File: config.mk
export PLATFORM = sky130hd
export DESIGN_NAME = walk_velocity_slew_limiter_top
export DESIGN_NICKNAME = d
export VERILOG_FILES = /design/src/rtl/wvsl_pkg.sv /design/src/rtl/walk_velocity_slew_limiter_top.sv /design/src/rtl/wvsl_itu.sv
export SDC_FILE = /design/constraint.sdc
export NUM_CORES = 2
export LEC_CHECK = 0
export ABC_AREA = 1
export BUFFER_PORTS_ARGS = -buffer_cell sky130_fd_sc_hd__buf_2
export CAP_MARGIN = 5
export CORE_ASPECT_RATIO = 0.7
export CORE_MARGIN = 3
export CORE_UTILIZATION = 45
export DETAILED_ROUTE_END_ITERATION = 10
export GPL_TIMING_DRIVEN = 1
export MAX_ROUTING_LAYER = met4
export RECOVER_POWER = 50
export SLEW_MARGIN = 0
export SYNTH_ARGS = -nofsm -noshare
export SYNTH_HDL_FRONTEND = slang
export SYNTH_SLANG_ARGS = --single-unit
File: constraint.sdc
create_clock -name i_clk -period 28.4 [get_ports i_clk]
set_input_delay 5.68 -clock i_clk [delete_from_list [all_inputs] [get_ports i_clk]]
set_output_delay 5.68 -clock i_clk [all_outputs]
set_load 0.005 [all_outputs]
File: src/rtl/wvsl_pkg.sv
// Shared types, widths and helpers for the walk velocity slew limiter.
package wvsl_pkg;

    // Velocity word width (signed Q7.16)
    localparam int VEL_W      = 24;
    localparam int W_W        = 19;   // walk direction component, Q.14
    localparam int TGT_W      = 25;   // target velocity component
    localparam int DIF_W      = 26;   // target minus velocity
    localparam int MUL_W      = 27;   // shared multiplier operand width
    localparam int ACC_W      = 56;   // product accumulator
    localparam int NUM_W      = 52;   // iterative unit dividend / radicand
    localparam int DEN_W      = 26;   // divisor / root width
    localparam int RES_W      = 27;   // quotient width
    localparam int REM_W      = 30;
    localparam int CNT_W      = 6;
    localparam int DIV_STEPS  = NUM_W;
    localparam int SQRT_STEPS = NUM_W / 2;

    // Configuration register indexes
    localparam logic [1:0] CFG_MAX_ACCEL = 2'd0;
    localparam logic [1:0] CFG_MAX_VEL   = 2'd1;

    typedef enum logic [4:0] {
        S_IDLE, S_WA, S_WB, S_WC, S_L2, S_L2C, S_NSQ, S_NSQW, S_NDS, S_NDW,
        S_TA, S_TB, S_D2, S_ST1, S_ST2, S_CMP, S_DSQW, S_MD, S_DDS, S_DDW, S_FIN
    } t_state;

    typedef struct packed {
        logic start;
        logic sqrt;
    } t_itu_req;

    // Clamp a wide velocity sum to the velocity word
    function automatic logic signed [VEL_W-1:0] sat_vel(input logic signed [RES_W:0] x);
        logic signed [RES_W:0] hi;
        logic signed [RES_W:0] lo;
        hi = (RES_W+1)'((1 <<< (VEL_W-1)) - 1);
        lo = -(RES_W+1)'(1 <<< (VEL_W-1));
        if (x > hi)      sat_vel = hi[VEL_W-1:0];
        else if (x < lo) sat_vel = lo[VEL_W-1:0];
        else             sat_vel = x[VEL_W-1:0];
    endfunction

endpackage

File: src/rtl/walk_velocity_slew_limiter_top.sv
// Top level of the walk velocity slew limiter: sequencer, shared multiplier and state.
//
// Input stream (s_axis): one item per tick carrying heading, forward and strafe
// controls and the step time. The block moves its kept 3D velocity toward the
// target walk velocity, limited by max acceleration times step time, and sends
// one item per tick on the output stream (m_axis): the new velocity in tdata and
// the at-target flag in tuser.
// Configuration: write max acceleration (index 0) and max velocity (index 1)
// through the cfg channel while the block is idle; it is always ready.
// Resources: one 27x27 multiplier and one iterative divide/square-root unit are
// shared under a sequencer. An item is shortest when the direction needs no
// normalising and the target is reached, and longest when both square roots
// and six divisions run.
// Items are handled one at a time; s_axis_tready is high only when idle.
// Reset clears the velocity, both registers and the output valid.
// A stalled receiver holds the result in the output register; the block
// takes the next item meanwhile and waits only to hand over its own result.
module walk_velocity_slew_limiter_top import wvsl_pkg::*; (
    input  logic        i_clk,
    input  logic        i_rst_n,
    input  logic        i_s_axis_tvalid,
    output logic        o_s_axis_tready,
    // heading_x, heading_y, heading_z, forward_amount, strafe_amount, step_time
    input  logic [95:0] i_s_axis_tdata,
    output logic        o_m_axis_tvalid,
    input  logic        i_m_axis_tready,
    // speed_x, speed_y, speed_z
    output logic [71:0] o_m_axis_tdata,
    // at_target
    output logic [0:0]  o_m_axis_tuser,
    input  logic        i_cfg_valid,
    output logic        o_cfg_ready,
    input  logic [1:0]  i_cfg_index,
    input  logic [23:0] i_cfg_data
);

    t_state r_state, n_state;
    logic [1:0] r_i;

    logic signed [15:0]      r_h [3];
    logic signed [15:0]      r_fw, r_st;
    logic [15:0]             r_dt;
    logic [23:0]             r_mac;
    logic [22:0]             r_mv;
    logic signed [W_W-1:0]   r_w [3];
    logic signed [TGT_W-1:0] r_tgt [3];
    logic signed [VEL_W-1:0] r_vel [3];
    logic signed [ACC_W-1:0] r_acc;
    logic [ACC_W-1:0]        r_d2;
    logic [VEL_W-1:0]        r_step;
    logic [DEN_W-1:0]        r_len;
    logic                    r_at;
    logic                    r_ovalid;
    logic [71:0]             r_odata;
    logic                    r_oat;

    logic signed [MUL_W-1:0]   m_a, m_b;
    logic signed [2*MUL_W-1:0] m_p;
    logic signed [DIF_W-1:0]   dd;
    logic [W_W-1:0]            w_mag;
    logic [ACC_W-1:0]          acc_mag;
    logic signed [ACC_W-1:0]   acc_rnd;

    t_itu_req         itu_req;
    logic [NUM_W-1:0] itu_num;
    logic             itu_done;
    logic [RES_W-1:0] itu_res;
    logic signed [RES_W:0] q_s;

    wvsl_itu u_itu (
        .i_clk   (i_clk),
        .i_rst_n (i_rst_n),
        .i_req   (itu_req),
        .i_num   (itu_num),
        .i_den   (r_len),
        .o_done  (itu_done),
        .o_res   (itu_res)
    );

    // Shared arithmetic terms
    always_comb begin
        dd      = DIF_W'(r_tgt[r_i]) - DIF_W'(r_vel[r_i]);
        w_mag   = r_w[r_i][W_W-1] ? W_W'(-r_w[r_i]) : W_W'(r_w[r_i]);
        acc_mag = r_acc[ACC_W-1] ? ACC_W'(-r_acc) : ACC_W'(r_acc);
        acc_rnd = (r_acc + ACC_W'(1 <<< 13)) >>> 14;
        q_s     = (RES_W+1)'(itu_res);
        m_p     = m_a * m_b;
    end

    // Next state, multiplier operands and unit requests
    always_comb begin
        n_state       = r_state;
        m_a           = '0;
        m_b           = '0;
        itu_req.start = 1'b0;
        itu_req.sqrt  = 1'b0;
        itu_num       = r_acc[NUM_W-1:0];
        unique case (r_state)
            S_IDLE: if (i_s_axis_tvalid) n_state = S_WA;
            S_WA: begin
                m_a = MUL_W'(r_h[r_i]);
                m_b = MUL_W'(r_fw);
                n_state = S_WB;
            end
            S_WB: begin
                m_a = (r_i == 2'd0) ? MUL_W'(r_h[2]) : MUL_W'(r_h[0]);
                m_b = MUL_W'(r_st);
                n_state = S_WC;
            end
            S_WC: n_state = (r_i == 2'd2) ? S_L2 : S_WA;
            S_L2: begin
                m_a = MUL_W'(r_w[r_i]);
                m_b = MUL_W'(r_w[r_i]);
                if (r_i == 2'd2) n_state = S_L2C;
            end
            S_L2C: n_state = (r_acc > ACC_W'(64'd1 << 28)) ? S_NSQ : S_TA;
            S_NSQ: begin
                itu_req.start = 1'b1;
                itu_req.sqrt  = 1'b1;
                n_state = S_NSQW;
            end
            S_NSQW: if (itu_done) n_state = S_NDS;
            S_NDS: begin
                itu_req.start = 1'b1;
                itu_num = (NUM_W'(w_mag) << 14) + NUM_W'(r_len >> 1);
                n_state = S_NDW;
            end
            S_NDW: if (itu_done) n_state = (r_i == 2'd2) ? S_TA : S_NDS;
            S_TA: begin
                m_a = MUL_W'(r_w[r_i]);
                m_b = MUL_W'({1'b0, r_mv});
                n_state = S_TB;
            end
            S_TB: n_state = (r_i == 2'd2) ? S_D2 : S_TA;
            S_D2: begin
                m_a = MUL_W'(dd);
                m_b = MUL_W'(dd);
                if (r_i == 2'd2) n_state = S_ST1;
            end
            S_ST1: begin
                m_a = MUL_W'({1'b0, r_mac});
                m_b = MUL_W'({1'b0, r_dt});
                n_state = S_ST2;
            end
            S_ST2: begin
                m_a = MUL_W'({1'b0, r_step});
                m_b = MUL_W'({1'b0, r_step});
                n_state = S_CMP;
            end
            S_CMP: begin
                if (r_d2 <= ACC_W'(r_acc)) begin
                    n_state = S_FIN;
                end else if (r_step == '0) begin
                    n_state = S_FIN;
                end else begin
                    itu_req.start = 1'b1;
                    itu_req.sqrt  = 1'b1;
                    itu_num = r_d2[NUM_W-1:0];
                    n_state = S_DSQW;
                end
            end
            S_DSQW: if (itu_done) n_state = S_MD;
            S_MD: begin
                m_a = MUL_W'(dd);
                m_b = MUL_W'({1'b0, r_step});
                n_state = S_DDS;
            end
            S_DDS: begin
                itu_req.start = 1'b1;
                itu_num = acc_mag[NUM_W-1:0] + NUM_W'(r_len >> 1);
                n_state = S_DDW;
            end
            S_DDW: if (itu_done) n_state = (r_i == 2'd2) ? S_FIN : S_MD;
            S_FIN: if (!r_ovalid || i_m_axis_tready) n_state = S_IDLE;
            default: n_state = S_IDLE;
        endcase
    end

    // State register and control
    always_ff @(posedge i_clk) begin
        if (!i_rst_n) begin
            r_state  <= S_IDLE;
            r_ovalid <= 1'b0;
            r_mac    <= '0;
            r_mv     <= '0;
            for (int k = 0; k < 3; k++) r_vel[k] <= '0;
        end else begin
            r_state <= n_state;
            if (i_cfg_valid && i_cfg_index == CFG_MAX_ACCEL) r_mac <= i_cfg_data;
            if (i_cfg_valid && i_cfg_index == CFG_MAX_VEL)   r_mv  <= i_cfg_data[22:0];
            if (r_state == S_FIN && (!r_ovalid || i_m_axis_tready)) r_ovalid <= 1'b1;
            else if (i_m_axis_tready) r_ovalid <= 1'b0;
            // Commit the velocity
            if (r_state == S_CMP && r_d2 <= ACC_W'(r_acc)) begin
                for (int k = 0; k < 3; k++) r_vel[k] <= sat_vel((RES_W+1)'(r_tgt[k]));
            end
            if (r_state == S_DDW && itu_done) begin
                r_vel[r_i] <= sat_vel((RES_W+1)'(r_vel[r_i]) +
                                      (r_acc[ACC_W-1] ? -q_s : q_s));
            end
        end
    end

    // Datapath registers
    always_ff @(posedge i_clk) begin
        unique case (r_state)
            S_IDLE: begin
                r_i    <= 2'd0;
                r_h[0] <= i_s_axis_tdata[15:0];
                r_h[1] <= i_s_axis_tdata[31:16];
                r_h[2] <= i_s_axis_tdata[47:32];
                r_fw   <= i_s_axis_tdata[63:48];
                r_st   <= i_s_axis_tdata[79:64];
                r_dt   <= i_s_axis_tdata[95:80];
            end
            S_WA: r_acc <= ACC_W'(m_p);
            S_WB: begin
                if (r_i == 2'd0)      r_acc <= r_acc - ACC_W'(m_p);
                else if (r_i == 2'd2) r_acc <= r_acc + ACC_W'(m_p);
            end
            S_WC: begin
                r_w[r_i] <= acc_rnd[W_W-1:0];
                r_i      <= (r_i == 2'd2) ? 2'd0 : r_i + 2'd1;
            end
            S_L2: begin
                r_acc <= ((r_i == 2'd0) ? '0 : r_acc) + ACC_W'(m_p);
                r_i   <= (r_i == 2'd2) ? 2'd0 : r_i + 2'd1;
            end
            S_NSQW: if (itu_done) r_len <= itu_res[DEN_W-1:0];
            S_NDW: begin
                if (itu_done) begin
                    r_w[r_i] <= r_w[r_i][W_W-1] ? -W_W'(itu_res) : W_W'(itu_res);
                    r_i      <= (r_i == 2'd2) ? 2'd0 : r_i + 2'd1;
                end
            end
            S_TA: r_acc <= ACC_W'(m_p);
            S_TB: begin
                r_tgt[r_i] <= acc_rnd[TGT_W-1:0];
                r_i        <= (r_i == 2'd2) ? 2'd0 : r_i + 2'd1;
            end
            S_D2: begin
                r_acc <= ((r_i == 2'd0) ? '0 : r_acc) + ACC_W'(m_p);
                r_i   <= (r_i == 2'd2) ? 2'd0 : r_i + 2'd1;
            end
            S_ST1: begin
                r_d2   <= ACC_W'(r_acc);
                r_step <= VEL_W'(m_p >>> 16);
            end
            S_ST2: r_acc <= ACC_W'(m_p);
            S_CMP: r_at <= (r_d2 <= ACC_W'(r_acc));
            S_DSQW: begin
                if (itu_done) begin
                    r_len <= itu_res[DEN_W-1:0];
                    r_i   <= 2'd0;
                end
            end
            S_MD: r_acc <= ACC_W'(m_p);
            S_DDS: ;
            S_DDW: if (itu_done) r_i <= (r_i == 2'd2) ? 2'd0 : r_i + 2'd1;
            S_FIN: begin
                if (!r_ovalid || i_m_axis_tready) begin
                    r_odata <= {r_vel[2], r_vel[1], r_vel[0]};
                    r_oat   <= r_at;
                end
            end
            default: ;
        endcase
    end

    assign o_s_axis_tready   = (r_state == S_IDLE);
    assign o_m_axis_tvalid   = r_ovalid;
    assign o_m_axis_tdata    = r_odata;
    assign o_m_axis_tuser[0] = r_oat;
    assign o_cfg_ready       = 1'b1;

    // Accepted item starts the sequence
    a_start: assert property (@(posedge i_clk) disable iff (!i_rst_n)
        (i_s_axis_tvalid && o_s_axis_tready) |=> (r_state == S_WA))
        else $error("sequencer did not start on accepted item");

    // Unit completes only while the sequencer waits for it
    a_done_wait: assert property (@(posedge i_clk) disable iff (!i_rst_n)
        itu_done |-> (r_state == S_NSQW || r_state == S_NDW ||
                      r_state == S_DSQW || r_state == S_DDW))
        else $error("iterative unit result arrived outside a wait state");

    // Normalised direction stays within unit length
    a_norm: assert property (@(posedge i_clk) disable iff (!i_rst_n)
        (r_state == S_NDW && itu_done) |-> (itu_res <= RES_W'(16385)))
        else $error("normalised component exceeds one");

endmodule

File: src/rtl/wvsl_itu.sv
// Iterative unit: restoring division one bit a cycle, or integer square root two bits a cycle.
module wvsl_itu import wvsl_pkg::*; (
    input  logic             i_clk,
    input  logic             i_rst_n,
    input  t_itu_req         i_req,
    input  logic [NUM_W-1:0] i_num,
    input  logic [DEN_W-1:0] i_den,
    output logic             o_done,
    output logic [RES_W-1:0] o_res
);

    logic             r_busy;
    logic             r_sqrt;
    logic             r_done;
    logic [CNT_W-1:0] r_cnt;
    logic [NUM_W-1:0] r_num;
    logic [DEN_W-1:0] r_den;
    logic [REM_W-1:0] r_rem;
    logic [RES_W-1:0] r_q;

    logic [REM_W-1:0] rem_sh;
    logic [REM_W-1:0] sub;
    logic             ge;

    // Shift in the next digit and try the subtraction
    always_comb begin
        if (r_sqrt) begin
            rem_sh = {r_rem[REM_W-3:0], r_num[NUM_W-1 -: 2]};
            sub    = {1'b0, r_q, 2'b01};
        end else begin
            rem_sh = {r_rem[REM_W-2:0], r_num[NUM_W-1]};
            sub    = REM_W'(r_den);
        end
        ge = (rem_sh >= sub);
    end

    // Control: start, count down, flag completion
    always_ff @(posedge i_clk) begin
        if (!i_rst_n) begin
            r_busy <= 1'b0;
            r_done <= 1'b0;
        end else begin
            r_done <= 1'b0;
            if (i_req.start) begin
                r_busy <= 1'b1;
            end else if (r_busy && r_cnt == '0) begin
                r_busy <= 1'b0;
                r_done <= 1'b1;
            end
        end
    end

    // Datapath
    always_ff @(posedge i_clk) begin
        if (i_req.start) begin
            r_sqrt <= i_req.sqrt;
            r_cnt  <= i_req.sqrt ? CNT_W'(SQRT_STEPS - 1) : CNT_W'(DIV_STEPS - 1);
            r_num  <= i_num;
            r_den  <= i_den;
            r_rem  <= '0;
            r_q    <= '0;
        end else if (r_busy) begin
            r_rem <= ge ? rem_sh - sub : rem_sh;
            r_q   <= {r_q[RES_W-2:0], ge};
            r_num <= r_sqrt ? {r_num[NUM_W-3:0], 2'b00} : {r_num[NUM_W-2:0], 1'b0};
            r_cnt <= r_cnt - 1'b1;
        end
    end

    assign o_done = r_done;
    assign o_res  = r_q;

endmodule
==> impl_metrics.toml <==
[sta]
tns_ns = 0
final_hold_viol_count = 0
skew_ns = 0.0658
slew_viol_final = 831
maxSlewHeadroom = -1.87
layout_min_cycle_time_ns = 21.73
max_freq_mhz = 46.0
min_period_over_period = 0.765
rsz0062_at_grt = "false"
tightest_slew_ns = 4.30
final-setup-viol-count = 0

[setup_path]
cp.required_ns = 28.83
cp-end-kind = "flop"
start_kind = "flop"
cp_num_buf_inv = 13
cp_max_fo = 69
cpMaxStageDelayCell = "clkinvlp_2"
slowest_delay_ns = 2.77
crit_path_frequent_cell = "nand2_1"
crit_type = "flop to flop"
ff2ff_setup_slack_ns = 6.67
r2r-end = "r_acc[54]$_DFFE_PP_"
worstPathArrival_ns = 22.15
crit_family = "buffers and inverters"
reg2reg_depth = 66

[drt]
wire_per_inst_um = 27.8
drtIter0Drc = 10900
wirelength_um = 375000
post_drt_via_cell_ratio = 5.84
vias = 78700
postRouteAntennaNets = 0
post-route-drc-count = 0
drt_pass1_iterations = 7

[clocking]
cts-root-buf = "clkbuf_16"
cts_max_path_buffers = 3
postCtsResizedCells = 0
cts-htree-levels = 3
clock_sinks = 785
cts_tree = "yes"
cts_setup_buffers = 0
clkTransAtPathRegs_ns = 0.06
clock_latency_ns = 0.75
numCtsBuffers = 88
hold_buffers = 0

[synthesis]
netlist_instances = 10800
netlist_area_um2 = 82700
synth_edf_count = 672
synth_warnings = 0
ys_ff_latch = 785
syn_area_per_cell_um2 = 7.62
yosys_most_used_dff = "edfxtp_1"
ys_types = 76
syn-num-nets = 12200
seq_area_frac_synth = 0.271
async_flop_share = 0

[min_path]
hold_depth = 0
worstHoldPathType = "flop to flop"
hp-start = "r_len[0]$_DFFE_PP_"
min_to = "u_itu.r_den[0]$_DFFE_PP_"

[die]
rows = 130
io_pins = 203
die_width_um = 518
dieHeight_um = 365
coreArea_um2 = 181000
initial_core_util = 0.457
die_area_um2 = 189000

[status]
violations = "max-capacitance violations, max-slew violations"
outcome = "complete, but fails checks"

[global_routing]
grt_pass1_wl_um = 533000
grt_pass1_vias = 73100
grt_max_degree = 146
antenna_found_initial = 22
grt_use_total = 0.401
overflow = 0

[place]
hpwl_um = 305000
io_buffers = 201
gp_congestion = 1.10

[layout]
final_common_cell = "nand2_1"
area_growth_pct = 8.44
most-common-layout-cells = "nand2_1, inv_1, nor2_1"
drive_above_1_share = 0.0614
fillCellCount = 18000
nets = 12300

[flow_run]
drv_cap = 22
flip-flops by register name (all words and copies together) (netlist names), 6 cells and up, named ones only:
signal,flops
u_itu.r_den,26
r_vel,96
r_step,24
r_fw,16
u_itu.r_cnt,6
r_h,48
u_itu.o_res,27
r_tgt,100
u_itu.r_rem,29
r_w,57
r_acc,56
o_m_axis_tdata,72
r_st,16
r_dt,16
r_mac,24
r_len,26
u_itu.r_num,52
r_mv,23
r_d2,56
through the flow:
stage	utilization	instances	hold WS (ns)	setup slack, ns	cell area, um2
6_report	0.495	13500	0.440	6.67	89600
5_1_grt	0.495	13500	0.459	5.50	89600
4_1_cts	0.496	13500	0.441	11.52	89800
3_5_place_dp	0.479	13300	0.408	11.64	86700
3_3_place_gp	0.479	13300	0.404	11.56	86700
2_1_floorplan	-	10800	0.400	16.05	82700
how the worst max path moves through the flow:
stage               cells after the start             endpoint  start  slack, ns
finish                                 66  r_acc[54]$_DFFE_PP_   flop       6.67
global route                           62  r_acc[52]$_DFFE_PP_   flop       5.50
CTS                                    47  r_acc[52]$_DFFE_PP_   flop      11.52
detailed placement                     55  r_acc[52]$_DFFE_PP_   flop      11.64
global placement                       49  r_acc[52]$_DFFE_PP_   flop      11.56
floorplan                              70  r_acc[49]$_DFFE_PP_   flop      16.05
Yosys cell counts, drive strengths merged, types with 93 or more instances:
| cell | instances | area share |
|---|---|---|
| inv | 1968 | 0.089 |
| nand4 | 93 | 0.0070 |
| dfxtp | 113 | 0.027 |
| nand2 | 2751 | 0.13 |
| clkbuf | 269 | 0.012 |
| xor2 | 170 | 0.019 |
| nor2 | 1091 | 0.050 |
| a21oi | 564 | 0.034 |
| o211ai | 95 | 0.0086 |
| o21ai | 653 | 0.040 |
| ha | 446 | 0.068 |
| nand3 | 411 | 0.025 |
| edfxtp | 672 | 0.24 |
| fa | 751 | 0.18 |
metal layers:
layer,share of wire,vias up,GRT usage
li1,-,34900,-
met1,0.45,38300,0.597
met2,0.36,4902,0.493
met3,0.15,561,0.149
met4,0.036,0,0.117
met5,0,-,-
final cells by class:
type,count,area [um2],share of cell area
Inverter,1984,7450,0.0831
Sequential cell,785,22400,0.250
Clock buffer,105,2350,0.0262
Multi-Input combinational cell,7741,51600,0.575
Antenna cell,20,50.0,0.000558
Clock inverter,61,738,0.00824
Tap cell,2442,3060,0.0341
Timing Repair Buffer,347,1990,0.0222
logic make-up after synthesis:
group | Yosys count | share of synthesized area
AOI/OAI and AO/OA | 1735 | 0.121
xor gates and xnor gates | 231 | 0.0251
adders and majority gates | 1197 | 0.249
buffers and inverters | 2320 | 0.107
DFF | 785 | 0.271
other | 1 | 0.0000454
and+or+nand+nor | 4577 | 0.226
Power is not shown: default switching activity piles up to over one toggle a cycle in this logic, so the estimate is an artifact.
